### config.mk
export PLATFORM = sky130hd
export DESIGN_NAME = rtd_mul
export DESIGN_NICKNAME = d
export VERILOG_FILES = /design/src/rtl/rtd_pkg.sv /design/src/rtl/rtd_mul.sv
export SDC_FILE = /design/constraint.sdc
export NUM_CORES = 2
export LEC_CHECK = 0
export BUFFER_PORTS_ARGS = -buffer_cell sky130_fd_sc_hd__buf_2
export CORE_MARGIN = 3
export CORE_UTILIZATION = 50
export DETAILED_ROUTE_END_ITERATION = 6
export PLACE_DENSITY = 0.66
export SLEW_MARGIN = 15
export SYNTH_ARGS = -nofsm -noshare
export SYNTH_HDL_FRONTEND = slang
export SYNTH_SLANG_ARGS = --single-unit
### constraint.sdc
create_clock -name i_clk -period 20.2 [get_ports i_clk]
set_input_delay 3.03 -clock i_clk [delete_from_list [all_inputs] [get_ports i_clk]]
set_output_delay 3.03 -clock i_clk [all_outputs]
set_load 0.02 [all_outputs]
### src/rtl/rtd_pkg.sv
`timescale 1ns / 1ps

package rtd_pkg;

    // fixed point: intermediates carry 28 fraction bits
    localparam int FRAC_W = 28;

    // register-to-output latency of rtd_mul
    localparam int MUL_LAT = 3;

    localparam int CFG_IDX_W  = 8;
    localparam int CFG_DATA_W = 64;
    localparam int COORD_W    = 32;

    // register map
    localparam logic [CFG_IDX_W-1:0] REG_K1 = 8'd0;
    localparam logic [CFG_IDX_W-1:0] REG_K2 = 8'd1;
    localparam logic [CFG_IDX_W-1:0] REG_K3 = 8'd2;
    localparam logic [CFG_IDX_W-1:0] REG_P1 = 8'd3;
    localparam logic [CFG_IDX_W-1:0] REG_P2 = 8'd4;
    localparam logic [CFG_IDX_W-1:0] REG_FX = 8'd5;
    localparam logic [CFG_IDX_W-1:0] REG_FY = 8'd6;
    localparam logic [CFG_IDX_W-1:0] REG_PP = 8'd7;

    // 1.0 in Q16.16, focal length after reset
    localparam logic [COORD_W-1:0] FOCAL_ONE = 32'h0001_0000;

    // 1.0 in Q.28
    localparam logic [FRAC_W:0] ONE_Q28 = {1'b1, {FRAC_W{1'b0}}};

    // output clamp limits
    localparam logic [COORD_W-1:0] PIX_MAX = 32'h7FFF_FFFF;
    localparam logic [COORD_W-1:0] PIX_MIN = 32'h8000_0000;

endpackage

### src/rtl/rtd_mul.sv
`timescale 1ns / 1ps

// signed a*b scaled by 2^-28, round half away from zero.
// stage 1: two partial products (a split in halves)
// stage 2: partial products summed
// stage 3: rounded and truncated
module rtd_mul #(
    parameter int A_W = 32,
    parameter int B_W = 32,
    parameter int P_W = 36
) (
    input  logic                  i_clk,
    input  logic signed [A_W-1:0] i_a,
    input  logic signed [B_W-1:0] i_b,
    output logic signed [P_W-1:0] o_p
);

    localparam int LO_W  = A_W / 2;
    localparam int HI_W  = A_W - LO_W;
    localparam int PL_W  = LO_W + 1 + B_W;
    localparam int PH_W  = HI_W + B_W;
    localparam int SUM_W = A_W + B_W;
    localparam int RND_W = SUM_W + 1;
    localparam logic [RND_W-1:0] HALF = RND_W'(1) << (rtd_pkg::FRAC_W - 1);

    logic signed [PL_W-1:0]  r_pl, n_pl;
    logic signed [PH_W-1:0]  r_ph, n_ph;
    logic signed [SUM_W-1:0] r_prod, n_prod;
    logic        [P_W-1:0]   r_p, n_p;
    logic        [RND_W-1:0] rnd;

    always_comb begin
        n_pl   = $signed({1'b0, i_a[LO_W-1:0]}) * i_b;
        n_ph   = $signed(i_a[A_W-1:LO_W]) * i_b;
        n_prod = (SUM_W'(r_ph) <<< LO_W) + SUM_W'(r_pl);
        // negative values take one less, so the arithmetic shift rounds
        // ties away from zero
        rnd    = {r_prod[SUM_W-1], r_prod} + HALF - RND_W'(r_prod[SUM_W-1]);
        n_p    = rnd[rtd_pkg::FRAC_W +: P_W];
    end

    always_ff @(posedge i_clk) begin
        r_pl   <= n_pl;
        r_ph   <= n_ph;
        r_prod <= n_prod;
        r_p    <= n_p;
    end

    assign o_p = $signed(r_p);

endmodule

==> run_results.csv <==
group,metric,value,unit
status,outcome,"finished clean",
cts,clk_pin_slew_worst_paths,0.08,ns
run,maxCapViolCount,0,
critical_path,critPathLaunch,"i_b[18]",
critical_path,crit_buf_inv,4,
sta,worst_slack,10.78,ns
global_route,grt_usage,0.253,
worst_hold_path,hp-class,"flip-flop to flip-flop",
cts,root_buffer,"clkbuf_16",
final_layout,mostFrequentLayoutCells,"inv_1 (1240), fa_1 (976), nand2_1 (745)",
critical_path,worstSetupPathDepth,21,
detailed_routing,drc,0,
final_layout,layout_commonest_cell,"inv_1",
global_route,grt_overflow,0,
logic_synthesis,synth_edf_count,0,
logic_synthesis,ys_seq_area_frac,0.0853,
die,ios,101,
place,port_buffers,100,
cts,cts_tree,"done",
die,start_util,0.509,
die,die-height,310,um
logic_synthesis,syn-num-nets,6684,
detailed_routing,vias,34300,
sta,min_period_over_period,0.466,
final_layout,area_growth_syn_to_layout,3.85,%
global_route,grt_max_degree,33,
sta,finalSetupViolCount,0,
final_layout,layout.cells.non_filler,6395,
detailed_routing,routedWlPerCell,17.9,um
sta,fmax,106,MHz
critical_path,worstPathCellList,"buf_2 -> nand2_1 -> fa_1 -> fa_1 -> fa_1 -> inv_1 -> fa_1 -> fa_1 -> inv_1 -> fa_1 -> inv_1 -> ha_1 -> and4_1 -> nand2_1 -> or2_1 -> nor3_1 -> o21ai_1 -> o2111ai_1 -> nand2_1 -> o41ai_1 -> xor2_1",
detailed_routing,first_iter_violations,1905,
die,coreArea,90800,um^2
critical_path,crit_path_end_kind,"flip-flop",
place,place_ws,10.40,ns
cts,clk_latency,0.46,ns
critical_path,rr_startpoint,"r_prod[26]",
sta,relSlewSlack,0.389,
critical_path,criticalPathCategory,"input pin to flip-flop",
cts,clock_sinks,197,
detailed_routing,drtAntennaViolNets,0,
die,fp-row-count,110,
sta,hold_viol,0,
critical_path,cp_top_family,"adder cells",
global_route,grt_pass1_wl,193,mm
die,die_w,310,um
critical_path,required,20.59,ns
critical_path,r2r-end,"o_p[34]",
cts,cts-hold-fix-buffers,0,
final_layout,nets,6580,
sta,timing.hold.ws,0.328,ns
logic_synthesis,synthFlopType,"dfxtp_1",
cts,clockBufferDepth,2,
logic_synthesis,avgSynthCellArea,8.72,um^2
critical_path,endpoint,"r_ph[46]",
cts,cts_htree_levels,4,
sta,clock_skew,0.0113,ns
sta,rsz0062_at_grt,"false",
logic_synthesis,synth.distinct_cells,83,
critical_path,worstPathArrival,9.81,ns
die,die-area,96200,um^2
final_layout,fill_cells,8636,
logic_synthesis,synth_seq_cells,197,
place,gp_congestion,0.891,
worst_hold_path,hold_path_depth,0,
sta,period_minus_slack,9.42,ns
logic_synthesis,postSynthCellCount,5303,
global_route,antenna_found_initial,9,
final_layout,layout-drive-gt1-share,0.0349,
logic_synthesis,syn-cell-area,46200,um^2
place,dp_hpwl,90.7,mm
critical_path,max_stage_delay,0.66,ns
detailed_routing,drt-total-wl,115,mm
detailed_routing,via_per_inst,5.37,
sta,slew_viol_final,0,
logic_synthesis,synth_warnings,0,
global_route,grt_pass1_vias,37000,
critical_path,rrSetupSlack,16.80,ns
critical_path,crit_top_cell,"fa_1",
critical_path,start_kind,"input pin",
cts,cts_resized,0,
cts,post_cts_buffers,0,
critical_path,r2r_cells,10,
sta,final.setup.tns,0,ns
cts,cts_made_buffers,17,
critical_path,worstPathMaxFanout,32,
place,dpl.cell_count,6356,
critical_path,slowest_stage,"buf_2",
sta,tightestPinTransition,0.917,ns
detailed_routing,dr.pass1.iters,5,
logic_synthesis,async_flop_share,0,
[cells in the mapped netlist (all sizes together) (13+ instances only)]
master / number / area (um^2)
clkbuf: 224 / 841
buf: 14 / 66.3
o21a: 29 / 218
inv: 1241 / 4660
ha: 340 / 4250
a31oi: 23 / 144
o21bai: 33 / 248
fa: 976 / 19500
nand2b: 23 / 144
o21ai: 113 / 573
a21o: 113 / 848
a21oi: 208 / 1050
a211oi: 26 / 208
or3: 13 / 81.3
and2: 408 / 2550
nor2: 118 / 443
xnor2: 117 / 1020
nor3: 29 / 150
xor2: 61 / 534
dfxtp: 197 / 3940
o211ai: 17 / 128
nand2: 745 / 2800
nor2b: 24 / 150
nand3: 34 / 170
nand4: 31 / 200
and3: 15 / 95.1
[sequential cells by signal, summed over array words and instances, names as in the netlist]
| signal | cells |
|---|---|
| r_prod | 64 |
| r_pl | 49 |
| r_ph | 48 |
| o_p | 36 |
[worst min path at each step]
stage / endpoint / start
after global routing: r_prod[10] / r_pl[10]
after floorplan: r_prod[0] / r_pl[0]
after detailed placement: r_prod[10] / r_pl[10]
after global placement: r_prod[1] / r_pl[1]
after CTS: r_prod[10] / r_pl[10]
final: r_prod[10] / r_pl[10]
[metrics by stage]
stage / area, um^2 / util
floorplan: 46200 / -
global placement: 47400 / 0.522
detailed placement: 47400 / 0.522
CTS: 48000 / 0.528
global route: 48000 / 0.528
finish: 48000 / 0.529
[layout make-up]
class | instances | area (um^2) | share of cell area
antenna | 7 | 17.5 | 0.000365
clock buffer | 22 | 474 | 0.00987
clock inverter | 10 | 110 | 0.00229
inverter | 1241 | 4660 | 0.0970
multi-input combinational | 3627 | 36700 | 0.765
sequential | 197 | 3940 | 0.0821
tap | 1176 | 1470 | 0.0306
timing repair buffer | 115 | 613 | 0.0128
[metal layers]
layer | track usage | part of all wire | wire length [um]
met4 | 0.0878 | 0.040 | 4560
met3 | 0.0347 | 0.051 | 5800
met2 | 0.437 | 0.48 | 55400
met1 | 0.329 | 0.43 | 48900
met5 | 0 | 0.00035 | 40
[cell families after synthesis]
kind of cell / share of synthesized area
multiplexers: 0.000649
adder cells (fa/ha/maj): 0.515
AO/OA/AOI/OAI: 0.0934
XOR/XNOR: 0.0337
flip-flops: 0.0853
buffers and inverters: 0.120
AND/OR/NAND/NOR: 0.152
Power is left out: the tool's default activity adds up to more than one toggle a clock period on the data nets, which glitch-free logic cannot reach.
