<file path="config.mk">
export PLATFORM = sky130hd
export DESIGN_NAME = rtd_delay
export DESIGN_NICKNAME = d
export VERILOG_FILES = /design/src/rtl/rtd_delay.sv
export SDC_FILE = /design/constraint.sdc
export NUM_CORES = 1
export LEC_CHECK = 0
export BUFFER_PORTS_ARGS = -buffer_cell sky130_fd_sc_hd__buf_2
export CORE_MARGIN = 1.5
export CORE_UTILIZATION = 29
export CTS_CLUSTER_SIZE = 25
export DETAILED_ROUTE_END_ITERATION = 8
export PLACE_DENSITY = 0.78
export REMOVE_ABC_BUFFERS = 1
export SLEW_MARGIN = 20
export SYNTH_ARGS = -nofsm -noshare
export SYNTH_HDL_FRONTEND = slang
export SYNTH_SLANG_ARGS = --single-unit
</file>
<file path="constraint.sdc">
create_clock -name i_clk -period 0.8 [get_ports i_clk]
set_input_delay 0 -clock i_clk [delete_from_list [all_inputs] [get_ports i_clk]]
set_output_delay 0 -clock i_clk [all_outputs]
set_load 0.05 [all_outputs]
</file>
<file path="src/rtl/rtd_delay.sv">
`timescale 1ns / 1ps

// plain shift line, no reset on payload
module rtd_delay #(
    parameter int WIDTH = 32,
    parameter int DEPTH = 1
) (
    input  logic             i_clk,
    input  logic [WIDTH-1:0] i_d,
    output logic [WIDTH-1:0] o_q
);

    logic [WIDTH-1:0] r_line [DEPTH];

    always_ff @(posedge i_clk) begin
        r_line[0] <= i_d;
        for (int i = 1; i < DEPTH; i++) begin
            r_line[i] <= r_line[i-1];
        end
    end

    assign o_q = r_line[DEPTH-1];

endmodule

</file>
==> run summary, run 1 <==
The flow ran to the end, but the final reports show violations. The final reports fail on setup timing. For this run, the total global-route usage over all layers was measured as 16.69%. The share of synthesized registers carrying an async set or reset came out at 0%. After synthesis the netlist holds a flip-flop and latch count of 32. The initial cell density of the core is 31.68%. The total power is 3.190 mW. The clock-pin slew reported for the worst setup and hold paths after clock tree synthesis is 0.08 ns.

The number of placement rows is 16. Of the post-synthesis cell area, the dominant cell type holds 100.0%. The area of the mapped netlist is 640.6 µm².

The normalized max-slew margin came out at 92.26%. The placeable core region came out at 2022 µm². Pin placement for this block handled 65 I/O pins. The smallest clock period supported by the final layout is computed as 0.8014 ns. The capture point of the worst path is o_q[14]. The TritonCTS buffer count came out at 5. The HPWL after detailed placement is 970.2 µm. The maximum number of pins on one net before global-route repair is 9. The cell with the largest stage delay on the worst path is sky130_fd_sc_hd__dfxtp_2. The register with the most flip-flops in the layout has 32 of them. The weighted congestion reported at the end of routability-driven placement is 0.5791. The most frequent cell after synthesis is sky130_fd_sc_hd__dfxtp_1. The layout multi-input combinational cell count came out at 0.

In this run the mean area of a mapped cell was 20.02 µm². Across all hold checks on the routed design, the worst slack comes to 0.3171 ns. The commonest cells after synthesis are sky130_fd_sc_hd__dfxtp_1 (32). In the final layout, the multi-input gates occupy 0 µm².

In this run the power density over the cells is 1926 nW/µm². In the final layout, the registers with the most flip-flops are r_line (32). The number of stages on the worst setup path came out at 1. The final number of hold-violating endpoints is 0.

Yosys printed 0 warnings. The setup path with the least slack is of type reg2out. The width of the die came out at 50 µm.

The routed design has 1909 µm of wire. By area the synthesized netlist is led by sky130_fd_sc_hd__dfxtp_1 (100%). The clock sink count is 32.

The worst path arrival time is 0.80 ns. The synthesized design contains 0 enable-type register cells. The required time of the critical path is 0.80 ns.

The root buffer cell chosen for the clock tree is sky130_fd_sc_hd__clkbuf_4. The final setup violation count is 1. The per-cell routed wire length came out at 11.93 µm. The maximum achievable frequency came out at 1248 MHz. The register area share after synthesis is 100.0%.

The number of antenna violations at the first check in global routing was 0. For the pin with the worst max-slew slack, the measured transition is 0.1164 ns. The utilization after layout is 81.93%.

The first global-routing pass estimated 2760 µm of wire. The number of violations reported at the end of detailed-routing iteration 0 is 0. The net total in the final layout came out at 168.

The synthesis-to-finish area growth is 158.6%. The number of port buffers came out at 64. The die span in y is 50 µm. Among all flip-flop cells after synthesis, the most frequent one is sky130_fd_sc_hd__dfxtp_1. The final route contains 610 vias. The most critical setup path has its startpoint at r_line[0][14]. The biggest area contributor in the post-synthesis netlist is sky130_fd_sc_hd__dfxtp_1. The count of pins over their slew limit came out at 0.

The period utilization came out at 100.2%. For this run the aggregate overflow at the end of global routing stands at 0. The number of diodes is 0. The fraction of final layout cells sized beyond drive strength 1 is 75.94%.

The residual antenna-violating net count after detailed routing is 0. The longest clock path from root to sink contains 2 buffers. STA classifies the critical path startpoint as a flop.

For this design the static power due to leakage is 0.7697 nW. The worst supply voltage drop on vdd came out at 1.520 mV. In the post-route analysis, the smallest setup slack over all paths is -0.001433 ns.

The H-tree was split into 2 levels. TritonCTS built the clock tree. The maximum net fanout on the critical path is 1. Setup repair after global routing could not meet its margin everywhere. The synthesized instance count came out at 32. The count of buffer and inverter cells on the critical path came out at 1. Walking the worst path, the cells encountered are buf_6. The floorplan step defined a die boundary enclosing 2500 µm². The distinct cell type count of the synthesized netlist is 1. The number of DRC violations after detailed routing is 0. The via density per instance came out at 3.813. The register name with the most flops is r_line. STA classifies the critical path endpoint as an output pin. The delay of the slowest critical-path stage came out at 0.34 ns. Grouping stages by cell kind, the critical path spends the most delay in flip-flops. The via count of the first global-routing pass came to 629.

The detailed-routing iteration count for the pre-antenna-repair pass is 1. The path class of the tightest hold or removal check is in2reg. Max-cap violations in this run came to 0.
through the flow:
| step | setup WS (ns) | instance area [µm²] | TNS, ns | std cells |
|---|---|---|---|---|
| after floorplan | 0.2127 | 640.6 | 0 | 32 |
| after global placement | 0.2652 | 994.7 | 0 | 123 |
| after detailed placement | 0.2533 | 994.7 | 0 | 123 |
| after CTS | -0.009673 | 1608 | -0.07143 | 160 |
| after global routing | -0.03748 | 1657 | -0.7612 | 160 |
| final | -0.001433 | 1657 | -0.001433 | 160 |
layer usage:
metal / share of wire [%] / vias to the layer above / track usage (%)
li1: - / 301 / -
met5: 0 / - / 0
met4: 2.1 / 0 / 11.11
met3: 6.8 / 6 / 6.667
met2: 64 / 35 / 34.43
met1: 27 / 268 / 11.15
how the worst min path moves through the flow:
stage	cells after the start	start	to
3_5_place_dp	1	i_d[18]	r_line[0][18]
6_report	2	i_d[1]	r_line[0][1]
3_3_place_gp	1	i_d[8]	r_line[0][8]
4_1_cts	2	i_d[10]	r_line[0][10]
5_1_grt	2	i_d[10]	r_line[0][10]
2_1_floorplan	0	i_d[0]	r_line[0][0]
cell families after synthesis:
kind of cell / Yosys count / synth area share (%)
flip-flops: 32 / 100.0
what timing repair did:
action | in CTS | in global routing
hold buffers | 32 | 0
setup buffers | 0 | 0
endpoints found under the setup margin | 32 | 32
cloned | 0 | 0
hold endpoints to repair | 32 | 0
resized for setup | 100 | 13
report_power, final:
group	leakage, nW	switching (mW)	total, mW	internal [mW]
Sequential	0.270	0.0464	1.74	1.70
Combinational	0.476	0.375	0.724	0.349
Clock	0.0230	0.432	0.725	0.293
cells in the final DEF, fill, tap and decap left out:
| cell | count |
|---|---|
| sky130_fd_sc_hd__dlygate4sd3_1 | 32 |
| sky130_fd_sc_hd__buf_2 | 32 |
| sky130_fd_sc_hd__dfxtp_2 | 32 |
| sky130_fd_sc_hd__buf_8 | 17 |
| sky130_fd_sc_hd__buf_6 | 15 |
| sky130_fd_sc_hd__clkbuf_4 | 5 |
cell type report:
cell class            instances  area, µm²
Clock buffer                  5      37.54
Fill cell                   121      365.4
Sequential cell              32      680.7
Tap cell                     27      33.78
Timing Repair Buffer         96      904.6
No activity file was read; power rests on OpenSTA's default activity.
==> run 2, diff against run 1 <==
Settings changed: PLACE_DENSITY 0.78 to 0.69.
==> run summary, run 2 (same netlist as run 1, synthesis figures left out) <==
The flow ran to the end, but the final reports show violations. The final reports fail on setup timing. The worst path arrival time is 0.81 ns. The total wire length after detailed routing came out at 2030 µm. More flip-flops sit in one register than any other, and that register is r_line.

The transition at the pin with the smallest max-transition slack came out at 0.1142 ns. The wire length of the first global-routing pass is 3029 µm. The routing usage on met2 is 33.33%.

The worst setup path is captured at an output pin. The per-cell routed wire length came out at 12.69 µm. The largest registers in the layout are r_line (32).

The initial cell density of the core came out at 31.68%. Setup repair after global routing could not meet its margin everywhere. The count of pins over their slew limit was 0.

The area of combinational cells with multiple inputs came out at 0 µm². The number of violations reported at the end of detailed-routing iteration 0 came out at 2. The worst setup path is of the reg2out kind. The number of primary I/O pins came out at 65. The minimum clock period is 0.8094 ns.

The routing usage on met1 came out at 13.14%. The post-layout worst setup margin is -0.009383 ns. The depth of the CTS H-tree is 2.

Walking the worst path, the cells encountered are buf_6. The maximum achievable frequency is 1236 MHz. The count of cells in the finished layout, fillers not included, comes to 160.

The deepest clock path buffer count came out at 2. The total power came out at 3.227 mW. Leaving out fill and tap cells, the most frequent cells in the layout are sky130_fd_sc_hd__dlygate4sd3_1 (32), sky130_fd_sc_hd__buf_2 (32), sky130_fd_sc_hd__dfxtp_2 (32), sky130_fd_sc_hd__buf_8 (21), sky130_fd_sc_hd__buf_6 (11).

The detailed-routing iteration count for the pre-antenna-repair pass came out at 4. The core region is 2022 µm². The area growth from synthesis to layout is 160.9%. The total routing resource utilization after global routing is 17.65%. The worst setup path is launched from a flop. Once the clock tree was built, the setup fixing pass inserted 0 buffers. The number of buffers and inverters on the critical path is 1. The final number of hold-violating endpoints is 0. The maximum net fanout on the critical path came out at 1.

The met3 usage in global routing came out at 10.00%. The clock sink count is 32. The clock root buffer master is sky130_fd_sc_hd__clkbuf_4. The initialized floorplan defines 16 standard-cell rows. The cell family contributing the most delay on the critical path is flip-flops.

The period utilization is 101.2%. VDD sags by at most 1.765 mV. Port buffering added 64 buffers. The layout multi-input combinational cell count is 0. After the last flow step, the layout net total stands at 168. met2 is the most crowded layer.

The width of the die came out at 50 µm. The worst setup timing slack at the placement stage is 0.2528 ns. The tightest min-delay check is of the in2reg type. For this block, the via count after detailed routing is 625. In this design, the stage delay of the slowest critical-path cell is 0.34 ns. The TritonCTS buffer count is 5. The repair_antennas step left the layout with diodes totalling 0.

The standby leakage power came out at 0.7752 nW. The number of max-cap violations came out at 0. The finished layout cell area is 1672 µm². The final setup violation count came out at 5. The number of antenna violations at the first check in global routing is 0. The maximum number of pins on one net before global-route repair is 9.

The residual antenna-violating net count after detailed routing is 0. The total power per unit cell area came out at 1931 nW/µm². The fraction of final layout cells sized beyond drive strength 1 came out at 75.94%.

The instance area at placement came out at 994.7 µm². The number of placed instances, taps included is 123. The die is 50 µm tall. The clock-pin slew reported for the worst setup and hold paths after clock tree synthesis came out at 0.09 ns. The required time of the critical path is 0.80 ns. After detailed routing, the number of vias per cell comes to 3.906. The number of DRC violations after detailed routing came out at 0.

The via count of the first global-routing pass came out at 718. The congestion estimate from routability-driven global placement came to 0.5888. TritonCTS built the clock tree. Among all stages on the critical path, the largest delay is contributed by sky130_fd_sc_hd__dfxtp_2. The die area is 2500 µm². The normalized max-slew margin is 92.41%. The total overflow reported by the global router is 0. The number of flip-flops in the largest register is 32.
[run 2: cell types whose count changed in the layout (fill, tap and decap cells not counted)]
cell | before | now
sky130_fd_sc_hd__buf_6 | 15 | 11
sky130_fd_sc_hd__buf_8 | 17 | 21
[run 2: repair_timing]
action,in CTS,in global routing
hold buffers,32,0
gates resized for setup,105,12
hold endpoints to repair,32,0
setup endpoints to repair,32,32
[run 2: path summary, 6_finish.rpt]
| kind | slack [ns] | cells past startpoint | end | start |
|---|---|---|---|---|
| setup / recovery | -0.009 | 1 | o_q[24] | r_line[0][24] |
| hold / removal | 0.32 | 2 | r_line[0][9] | i_d[9] |
[run 2: cell type report]
type	instances	area, µm²
sequential	32	680.7
fill	115	350.3
tap	27	33.78
timing repair buffer	96	919.6
clock buffer	5	37.54
[run 2: layer usage]
| metal | vias up | share of wire (%) |
|---|---|---|
| li1 | 302 | - |
| met1 | 273 | 29 |
| met2 | 42 | 59 |
| met3 | 8 | 8.7 |
| met4 | 0 | 2.6 |
| met5 | - | 0 |
[run 2: power by group]
group	total, mW	switching (mW)	internal [mW]
logic	0.737	0.380	0.357
registers	1.75	0.0496	1.70
clock network	0.746	0.453	0.293
total	3.23	0.882	2.35
[run 2: through the flow]
step,hold WS (ns),TNS (ns),utilization [%]
global route,0.3022,-0.9164,82.67
global placement,0.1031,0,49.20
detailed placement,0.1038,0,49.20
finish,0.3162,-0.02581,82.67
floorplan,0.02772,0,-
CTS,0.2939,-0.2190,80.45
